<file path="src/rtl/via_sp_pkg.sv">
// Shared constants, types and command/status structures of the via stack shortest path block.
package via_sp_pkg;

  localparam int NUM_LAYERS_DEF = 64;
  localparam int COST_BITS_DEF  = 16;
  localparam int TOTAL_BITS     = 24;
  localparam int MAX_HOPS       = 63;
  localparam int PATH_DEPTH     = MAX_HOPS + 1;
  localparam int HOP_BITS       = 7;
  localparam int LAYER_IN_BITS  = 6;
  localparam int VIA_BITS       = 6;
  localparam int COST_IN_BITS   = 16;

  localparam logic [1:0] FUNC_LINK  = 2'd0;
  localparam logic [1:0] FUNC_COST  = 2'd1;
  localparam logic [1:0] FUNC_QUERY = 2'd2;

  typedef enum logic [3:0] {
    OP_NONE,
    OP_CLEAR,
    OP_ACCEPT,
    OP_INIT,
    OP_SEL,
    OP_SEL_END,
    OP_REL,
    OP_REL_END,
    OP_WALK_RD,
    OP_WALK_LK,
    OP_WALK_ST,
    OP_EM_RD,
    OP_EM_OUT,
    OP_MISS,
    OP_EMPTY
  } dp_op_t;

  typedef struct packed {
    dp_op_t op;
  } cmd_t;

  typedef struct packed {
    logic clr_last;
    logic same;
    logic out_range;
    logic scan_done;
    logic any;
    logic u_is_to;
    logic walk_end;
    logic too_long;
    logic n_zero;
  } stat_t;

endpackage

</file>
<file path="src/rtl/via_sp_ctrl.sv">
// Controller state machine that sequences loads, the shortest path search and the hop output.
module via_sp_ctrl
  import via_sp_pkg::*;
(
  input  logic       clk,
  input  logic       rst_n,
  input  logic       start,
  input  logic [1:0] in_func,
  input  stat_t      stat,
  output cmd_t       cmd,
  output logic       busy
);

  typedef enum logic [13:0] {
    S_CLEAR   = 14'b00000000000001,
    S_IDLE    = 14'b00000000000010,
    S_QCHK    = 14'b00000000000100,
    S_INIT    = 14'b00000000001000,
    S_SEL     = 14'b00000000010000,
    S_SEL_END = 14'b00000000100000,
    S_REL     = 14'b00000001000000,
    S_REL_END = 14'b00000010000000,
    S_WALK_RD = 14'b00000100000000,
    S_WALK_LK = 14'b00001000000000,
    S_WALK_ST = 14'b00010000000000,
    S_EM_RD   = 14'b00100000000000,
    S_EM_OUT  = 14'b01000000000000,
    S_DONE    = 14'b10000000000000
  } state_t;

  state_t state_r, state_nxt;
  logic   miss_r, miss_nxt;
  logic   empty_r, empty_nxt;

  always_comb begin
    state_nxt = state_r;
    miss_nxt  = miss_r;
    empty_nxt = empty_r;
    cmd.op    = OP_NONE;
    unique case (state_r)
      S_CLEAR: begin
        cmd.op = OP_CLEAR;
        if (stat.clr_last) begin
          state_nxt = S_IDLE;
        end
      end
      S_IDLE: begin
        if (start) begin
          cmd.op = OP_ACCEPT;
          if (in_func == FUNC_QUERY) begin
            state_nxt = S_QCHK;
          end
        end
      end
      S_QCHK: begin
        if (stat.same) begin
          empty_nxt = 1'b1;
          miss_nxt  = 1'b0;
          state_nxt = S_DONE;
        end else if (stat.out_range) begin
          empty_nxt = 1'b0;
          miss_nxt  = 1'b1;
          state_nxt = S_DONE;
        end else begin
          state_nxt = S_INIT;
        end
      end
      S_INIT: begin
        cmd.op    = OP_INIT;
        state_nxt = S_SEL;
      end
      S_SEL: begin
        cmd.op = OP_SEL;
        if (stat.scan_done) begin
          state_nxt = S_SEL_END;
        end
      end
      S_SEL_END: begin
        cmd.op = OP_SEL_END;
        if (!stat.any) begin
          empty_nxt = 1'b0;
          miss_nxt  = 1'b1;
          state_nxt = S_DONE;
        end else if (stat.u_is_to) begin
          state_nxt = S_WALK_RD;
        end else begin
          state_nxt = S_REL;
        end
      end
      S_REL: begin
        cmd.op = OP_REL;
        if (stat.scan_done) begin
          state_nxt = S_REL_END;
        end
      end
      S_REL_END: begin
        cmd.op    = OP_REL_END;
        state_nxt = S_SEL;
      end
      S_WALK_RD: begin
        cmd.op    = OP_WALK_RD;
        state_nxt = S_WALK_LK;
      end
      S_WALK_LK: begin
        cmd.op    = OP_WALK_LK;
        state_nxt = S_WALK_ST;
      end
      S_WALK_ST: begin
        cmd.op = OP_WALK_ST;
        if (stat.too_long) begin
          empty_nxt = 1'b0;
          miss_nxt  = 1'b1;
          state_nxt = S_DONE;
        end else if (stat.walk_end) begin
          state_nxt = S_EM_RD;
        end else begin
          state_nxt = S_WALK_RD;
        end
      end
      S_EM_RD: begin
        cmd.op    = OP_EM_RD;
        state_nxt = S_EM_OUT;
      end
      S_EM_OUT: begin
        cmd.op = OP_EM_OUT;
        if (stat.n_zero) begin
          state_nxt = S_IDLE;
        end else begin
          state_nxt = S_EM_RD;
        end
      end
      S_DONE: begin
        if (empty_r) begin
          cmd.op = OP_EMPTY;
        end else if (miss_r) begin
          cmd.op = OP_MISS;
        end
        state_nxt = S_IDLE;
      end
      default: begin
        state_nxt = S_IDLE;
      end
    endcase
  end

  always_ff @(posedge clk) begin
    if (!rst_n) begin
      state_r <= S_CLEAR;
      miss_r  <= 1'b0;
      empty_r <= 1'b0;
    end else begin
      state_r <= state_nxt;
      miss_r  <= miss_nxt;
      empty_r <= empty_nxt;
    end
  end

  assign busy = (state_r != S_IDLE);

endmodule

</file>
<file path="config.mk">
export PLATFORM = sky130hd
export DESIGN_NAME = via_sp_ctrl
export DESIGN_NICKNAME = d
export VERILOG_FILES = /design/src/rtl/via_sp_pkg.sv /design/src/rtl/via_sp_ctrl.sv
export SDC_FILE = /design/constraint.sdc
export NUM_CORES = 1
export LEC_CHECK = 0
export ABC_CLOCK_PERIOD_IN_PS = 2150
export BUFFER_PORTS_ARGS = -buffer_cell sky130_fd_sc_hd__buf_4
export CORE_MARGIN = 2
export CORE_UTILIZATION = 55
export CTS_BUF_LIST = sky130_fd_sc_hd__clkbuf_16
export DETAILED_ROUTE_END_ITERATION = 7
export GPL_TIMING_DRIVEN = 0
export HOLD_SLACK_MARGIN = 0.15
export PLACE_DENSITY = 0.78
export SLEW_MARGIN = 10
export SYNTH_ARGS = -nofsm -noshare
export SYNTH_HDL_FRONTEND = slang
export SYNTH_SLANG_ARGS = --single-unit
</file>
<file path="constraint.sdc">
create_clock -name clk -period 2.15 [get_ports clk]
set_input_delay 0.3225 -clock clk [delete_from_list [all_inputs] [get_ports clk]]
set_output_delay 0.3225 -clock clk [all_outputs]
set_load 0.1 [all_outputs]
</file>
==> impl_results.md, run 1 <==
- Routed via count: about 1600
- Root buf cell: clkbuf_16
- Number of antenna violations at the first check in global routing: 0
- FP Rows: 16
- Final ANT Viol Nets: 0
- R2R Path Start: state_r[7]
- Most used cells in the layout excluding fill and tap cells: 30 x buf_4, 17 x nor2_1, 10 x nand2_1, 8 x dfxtp_1, 7 x inv_1
- Post-synthesis cell count: 151
- Hold Violations, Final: 0
- EDFF count, synth: 0
- CORE AREA: about 2000 um^2
- Critical path cell sequence: nor4_4 -> buf_4 -> buf_4 -> nand4_1 -> o2111a_1 -> nand3_4 -> buf_12
- Net count after synthesis: between 150 and 200
- Register area share after synthesis: 0.270
- Setup repair after global routing missed its margin: true
- Global-route congestion overflow total: 0
- Count of placed standard cells in the final layout, fillers left out: 213
- First-pass GRT wire length: 6.87 mm
- Final non-filler cell area: 1780 um^2
- IO Port Bufs: 18
- Logic depth of the worst setup path including buffers: 7
- Die Y: 50.5 um
- Reg2Reg Capture Point: state_r[10]
- Crit path top cell by count: buf_4
- Critical path capture point type: primary output
- Final worst-path cycle share: 1.16
- DP Wirelength: 2.54 mm
- Number of cells traversed by the worst register-to-register path: 8
- Kind of start point of the critical path: flop
- Critical path data required time: between 1.5 and 2 ns
- I/O pin total: 19
- Number of DRC violations after detailed-routing iteration 0: 184
- Starting utilization of the core area: 0.593
- Largest net degree at the start of global routing: 11
- Arrival time reported for the critical path endpoint: 2.17 ns
- Share of cells above drive strength 1: 0.435
- CTS Sinks: 16
- Max Transition Viols Final: 0
- Layout-stage area growth over the synthesis result: 50.3%
- Post-Synthesis Cell Area: 1190 um^2
- # nets final: 202
- Top flip-flop cell by instance count after synthesis: dfxtp_1
- Via density per instance: between 7 and 8
- Kind of cell with the highest combined delay on the critical path: simple AND/OR/NAND/NOR gates
- Flip-flop and latch count after synthesis: 16
- Tot GR Track Use: 0.366
- Die footprint: 2550 um^2
- Count of cell types in the netlist: 49
- Final worst hold slack: 0.277 ns
- Insertion delay to the later sink of the worst-skew pair: 0.25 ns
- Hold Crit Class: input pin to flop
- Slew headroom: 0.597
- Run status: finished with violations
- End point of the critical path: cmd[1]
- Max Clk Rate: around 400 MHz
- Die W: 50.5 um
- Number of global-route vias before repair: 1420
- Power per Cell Area: 529 nW/um^2
- Crit Path Max Fanout: 5
- Dpl cells: ~200
- VDD IR-drop max: 537 uV
- Least-Margin Pin Slew: 0.600 ns
- Start-to-end type of the worst setup path: flop to primary output
- Count of max-cap constraint violations: 0
- DRC errors left: 0
- Sum of buffers and inverters on the critical path: 3
- Slowest cell on the critical path: dfxtp_1
- Share of flip-flops with an asynchronous set or reset: 0
- Final clock skew: approximately 0.0042 ns
- Average instance area after synthesis: 7.86 um^2
- Max clock buf depth: 2
- Failing checks: setup timing
- Setup total negative slack: -1.88 ns
- Post-CTS Hold Fix Bufs: 0
- Final setup vio count: 18
- Crit path time final: 2.49 ns
- Count of inserted antenna diode cells: 0
- # H-tree levels: 1
- Routed length per instance: 24.8 um
- Minimum setup slack in the final design: -0.343 ns
- Slack of the worst reg-to-reg path: -0.10 ns
- Final design utilization: 0.891
- Critical path startpoint: state_r[7]
- Most common library cell in the layout ignoring fill and taps: buf_4
- Count of warnings emitted by yosys: 0
- First-pass iteration count of the detailed router: 6
- Clock-pin slew of the registers on the worst-case setup and hold paths: around 0.060 ns
- Cell area after placement: ~1400 um^2
- TritonCTS clock tree: built
- Leakage: between 0.7 and 0.8 nW
- Worst path max stage delay: 0.38 ns
- Final routed wirelength across all metal layers: 5.28 mm
- Final Wtd Congestion: 1.01
- Clock buffers created by TritonCTS: 3
-- layout make-up --
cell class,count,area [um^2]
buffer,5,42.5
clock buffer,3,75.1
fill,91,218
inverter,7,26.3
multi-input combinational,121,955
sequential,16,343
tap,27,33.8
timing repair buffer,34,309
-- power by group --
| group | switching, W | internal, W | total, W | leakage [nW] |
|---|---|---|---|---|
| logic | 0.000158 | 0.000101 | 0.000259 | 0.538 |
| clock network | 0.000128 | 0.000245 | 0.000373 | 0.0370 |
| registers | 0.0000129 | 0.000298 | 0.000311 | 0.135 |
| total | 0.000299 | 0.000644 | 0.000943 | 0.710 |
-- routing by layer --
metal  GRT usage  wire, um  vias up
li1            -         -      646
met1       0.501      1870      731
met2       0.592      2230      185
met3      0.0298       731       66
met4       0.153       451        0
met5           0         0        -
-- state kept, by name, indices dropped and copies added (netlist names) --
signal and flops:
empty_r 1, miss_r 1, state_r 14
-- synth_stat cells, types with 4 or more instances --
library cell	number	area share
clkbuf_1	4	0.013
dfxtp_1	16	0.27
inv_1	7	0.022
nand2_1	12	0.038
nand3_1	10	0.042
nor2_1	18	0.057
nor3_1	4	0.017
nor4_1	7	0.037
o21ai_0	6	0.025
or3_1	5	0.026
xor2_1	4	0.030
-- metrics by stage --
| stage | setup slack, ns | total power, W |
|---|---|---|
| finish | -0.343 | 0.000943 |
| global route | -0.332 | 0.000966 |
| CTS | -0.179 | 0.000891 |
| detailed placement | -0.290 | 0.000507 |
| global placement | -0.275 | 0.000504 |
| floorplan | -0.0489 | 0.000452 |
-- how the worst min path moves through the flow --
stage	from	end	slack [ns]	depth (start not counted)
2_1_floorplan	rst_n	state_r[0]	0.41	1
3_3_place_gp	empty_r	empty_r	0.51	2
3_5_place_dp	empty_r	empty_r	0.52	2
4_1_cts	stat[8]	state_r[0]	0.28	2
6_report	stat[8]	state_r[0]	0.28	2
5_1_grt	stat[8]	state_r[0]	0.30	2
-- kinds of logic (layout without fill, tap and decap cells) --
| group | after synthesis | in the layout | share of synthesized area |
|---|---|---|---|
| flip-flops | 16 | 16 | 0.270 |
| buffers and inverters | 14 | 49 | 0.0527 |
| XOR/XNOR | 5 | 5 | 0.0369 |
| AND/OR/NAND/NOR | 85 | 85 | 0.434 |
| AO/OA/AOI/OAI | 30 | 30 | 0.197 |
| multiplexers | 1 | 1 | 0.00948 |
-- what timing repair did --
action | in CTS | in global routing
setup endpoints to repair | 5 | 19
pin swaps | 10 | 5
buffers inserted | 11 | 5
resized for setup | 38 | 20
endpoints found under the hold margin | 0 | 0
Note: power is estimated with default switching activity, not from simulation.
==> inputs of run 2 (changes only) <==
- ABC_AREA: unset -> 1
- CORE_ASPECT_RATIO: unset -> 0.7
==> run 2 against run 1 <==
Compared with the run above: the run still ends with setup timing left; die area down 3.9%; cell area down 16%; clock power down 2%; clock skew down 0.00066 ns; synthesized cell count up 18%; largest power group is now combinational cells; highest routed layer unchanged.
==> impl_results.md, run 2 <==
- Count of max-cap constraint violations: 0 (unchanged)
- Start-to-end type of the worst setup path: flop to primary output
- Crit Path Max Fanout: 3 (-2)
- Crit path time final: 2.21 ns (-0.284 ns)
- # nets final: 220 (+8.9%)
- Post-synthesis cell count: 178 (+18%)
- Kind of cell with the highest combined delay on the critical path: simple AND/OR/NAND/NOR gates
- Least-Margin Pin Slew: 0.529 ns (-0.0709 ns)
- Part of the total power dissipated in combinational logic: 0.348 (+0.073)
- Failing checks: setup timing
- Area leader, netlist: dfxtp_1
- Number of cells traversed by the worst register-to-register path: 6 (-2)
- Max Clk Rate: 453 MHz (+13%)
- Setup total negative slack: -0.0591 ns (+1.82 ns)
- Leakage: 0.799 nW (+12%)
- Hold Crit Class: input pin to flop
- # H-tree levels: 1 (unchanged)
- Number of DRC violations after detailed-routing iteration 0: 104 (-43%)
- Worst setup slack before clock tree synthesis: 0.210 ns (+0.500 ns)
- Register area share after synthesis: 0.282 (+0.0125)
- Worst path max stage delay: 0.40 ns (+0.02 ns)
- TritonCTS clock tree: built
- Die Y: 42.0 um (-17%)
- Switching Fraction: 0.347 (+0.0295)
- Top flip-flop cell by instance count after synthesis: dfxtp_1
- Routed length per instance: 14.6 um (-41%)
- Minimum setup slack in the final design: -0.0591 ns (+0.284 ns)
- First-pass iteration count of the detailed router: 6 (unchanged)
- Tot GR Track Use: 0.259 (-0.107)
- Final ANT Viol Nets: 0 (unchanged)
- CTS Sinks: 16 (unchanged)
- Crit path top cell by count: nor2_1
- Critical path capture point type: primary output
- Reg2Reg Capture Point: state_r[1]
- Layout-stage area growth over the synthesis result: 32.3%
- Internal Dissipation: 0.000695 W (+8.0%)
- Run status: finished with violations
- Average instance area after synthesis: 6.38 um^2 (-19%)
- Critical path data required time: 1.83 ns (about the same)
- Kind of start point of the critical path: flop
- Slowest cell on the critical path: nor3_1
- Flip-flop and latch count after synthesis: 16 (unchanged)
- Max clock buf depth: 2 (unchanged)
- Top Registers: state_r: 14 flops, empty_r: 1 flops, miss_r: 1 flops
- Share of cells above drive strength 1: 0.312 (-0.123)
- Number of global-route vias before repair: 1092 (-23%)
- Final routed wirelength across all metal layers: 3.31 mm (-37%)
- Sequential power share: 0.309 (-0.021)
- Switching power summed over all nets: 0.000369 W (+23%)
- Count of warnings emitted by yosys: 0 (unchanged)
- Slew headroom: 0.648 (+0.0510)
- IO Port Bufs: 18 (unchanged)
- Share of flip-flops with an asynchronous set or reset: 0 (unchanged)
- Power per Cell Area: 709 nW/um^2 (+34%)
- Die W: 58.3 um (+16%)
- Arrival time reported for the critical path endpoint: 1.89 ns (-0.28 ns)
- Hold Violations, Final: 0 (unchanged)
- Final Wtd Congestion: 0.915 (-9.6%)
- Count of cell types in the netlist: 28 (-43%)
- Slack of the worst reg-to-reg path: 0.56 ns (+0.66 ns)
- End point of the critical path: cmd[1]
- Biggest register: state_r
- Critical path cell sequence: nor2_1 -> nand3_1 -> nor3_1 -> nor2_1 -> nand3_2 -> buf_6
- EDFF count, synth: 0 (unchanged)
- Largest net degree at the start of global routing: 11 (unchanged)
- Sum of buffers and inverters on the critical path: 1 (-2)
- Area share of the largest cell type after synthesis: 0.282 (+0.0125)
- Critical path startpoint: state_r[10]
- Count of inserted antenna diode cells: 0 (unchanged)
- Ranking of synthesized cells by area: dfxtp_1 28%, nand2_1 11%, inv_1 10%
- Final clock skew: 0.00357 ns (-0.000662 ns)
- Insertion delay to the later sink of the worst-skew pair: 0.25 ns (about the same)
- I/O pin total: 19 (unchanged)
- CORE AREA: 1900 um^2 (-4.9%)
- Clock-pin slew of the registers on the worst-case setup and hold paths: 0.05 ns (about the same)
- Most frequent cell after synthesis: nand2_1
- Cell area after placement: 1310 um^2 (-6.2%)
- Root buf cell: clkbuf_16
- Final worst-path cycle share: 1.03 (-0.132)
- Die footprint: 2450 um^2 (-3.9%)
- Most used cells in the layout excluding fill and tap cells: 31 x inv_1, 31 x nand2_1, 24 x nor2_1, 19 x buf_4, 17 x nand3_1
- Final setup vio count: 1 (-17)
- Max Transition Viols Final: 0 (unchanged)
- DRC errors left: 0 (unchanged)
- Post-Synthesis Cell Area: 1130 um^2 (-4.4%)
- Net count after synthesis: 192 (+16%)
- Clock buffers created by TritonCTS: 3 (unchanged)
- Most frequent cells after synthesis: 32 x nand2_1, 31 x inv_1, 26 x nor2_1, 18 x nand3_1, 16 x dfxtp_1
- Logic depth of the worst setup path including buffers: 6 (-1)
- VDD IR-drop max: 644 uV (+20%)
- First-pass GRT wire length: 4.80 mm (-30%)
- Routed via count: 1293 (-21%)
- Post-CTS Hold Fix Bufs: 0 (unchanged)
- Clock Power Share: 0.343 (-0.053)
- Starting utilization of the core area: 0.596 (+0.00319)
- Number of flip-flops under the largest register name: 14 (unchanged)
- R2R Path Start: state_r[10]
- DP Wirelength: 2.21 mm (-13%)
- Via density per instance: 5.70 (-25%)
- Final non-filler cell area: 1500 um^2 (-16%)
- Global-route congestion overflow total: 0 (unchanged)
- Number of antenna violations at the first check in global routing: 0 (unchanged)
- FP Rows: 13 (-3)
==> run 2: what timing repair did <==
action	in CTS	in global routing
buffers inserted	0	5
endpoints found under the setup margin	4	4
cloned	0	0
gates resized for setup	4	18
pin swaps	0	5
==> run 2: cells by family after synthesis <==
logic type      Yosys count  share of synthesized area
simple gates            116                      0.530
buf+inv                  35                      0.129
flops                    16                      0.282
compound gates           11                     0.0584
==> run 2: area by class of cell <==
type                    count  area [um^2]
clock buffers               3         75.1
repair buffers             23          209
multi-input cells         127          714
inverters                  32          120
fillers                   123          402
well taps                  22         27.5
clock inverters             1         3.75
flip-flops and latches     16          325
plain buffers               3         26.3
==> run 2: worst reg2reg max path: cells and delay by family, from the launching register on <==
family | cells | cell delay, ns
and+or+nand+nor | 5 | 1.10
DFF | 1 | 0.32
AOI/OAI and AO/OA | 1 | 0.06
==> run 2: layer usage <==
metal	GRT usage	wire (um)	share of wire
met2	0.398	1440	0.44
met4	0.0698	162	0.049
met3	0.0648	348	0.11
met5	0	0	0
met1	0.358	1360	0.41
==> run 2: power by group through the flow <==
stage	clock network, W	registers (W)	logic, W
2_1_floorplan	0	0.000325	0.000236
3_3_place_gp	0	0.000327	0.000301
3_5_place_dp	0	0.000328	0.000305
4_1_cts	0.000364	0.000323	0.000313
5_1_grt	0.000381	0.000329	0.000389
6_report	0.000365	0.000329	0.000371
==> run 2: through the flow <==
stage	power [W]	std cells	hold WS (ns)	util
3_3_place_gp	0.000628	218	0.497	0.686
4_1_cts	0.00100	222	0.337	0.734
5_1_grt	0.00110	227	0.348	0.789
3_5_place_dp	0.000633	218	0.507	0.686
6_report	0.00106	227	0.333	0.789
2_1_floorplan	0.000561	178	0.431	-
==> run 2: worst min-delay path by stage <==
stage                    start         end  slack (ns)  cells past startpoint
floorplan                rst_n  state_r[4]        0.43                      2
global placement    state_r[6]  state_r[6]        0.50                      2
detailed placement  state_r[6]  state_r[6]        0.51                      2
CTS                      rst_n  state_r[4]        0.34                      3
finish                   rst_n  state_r[4]        0.33                      3
global route             rst_n  state_r[4]        0.35                      3
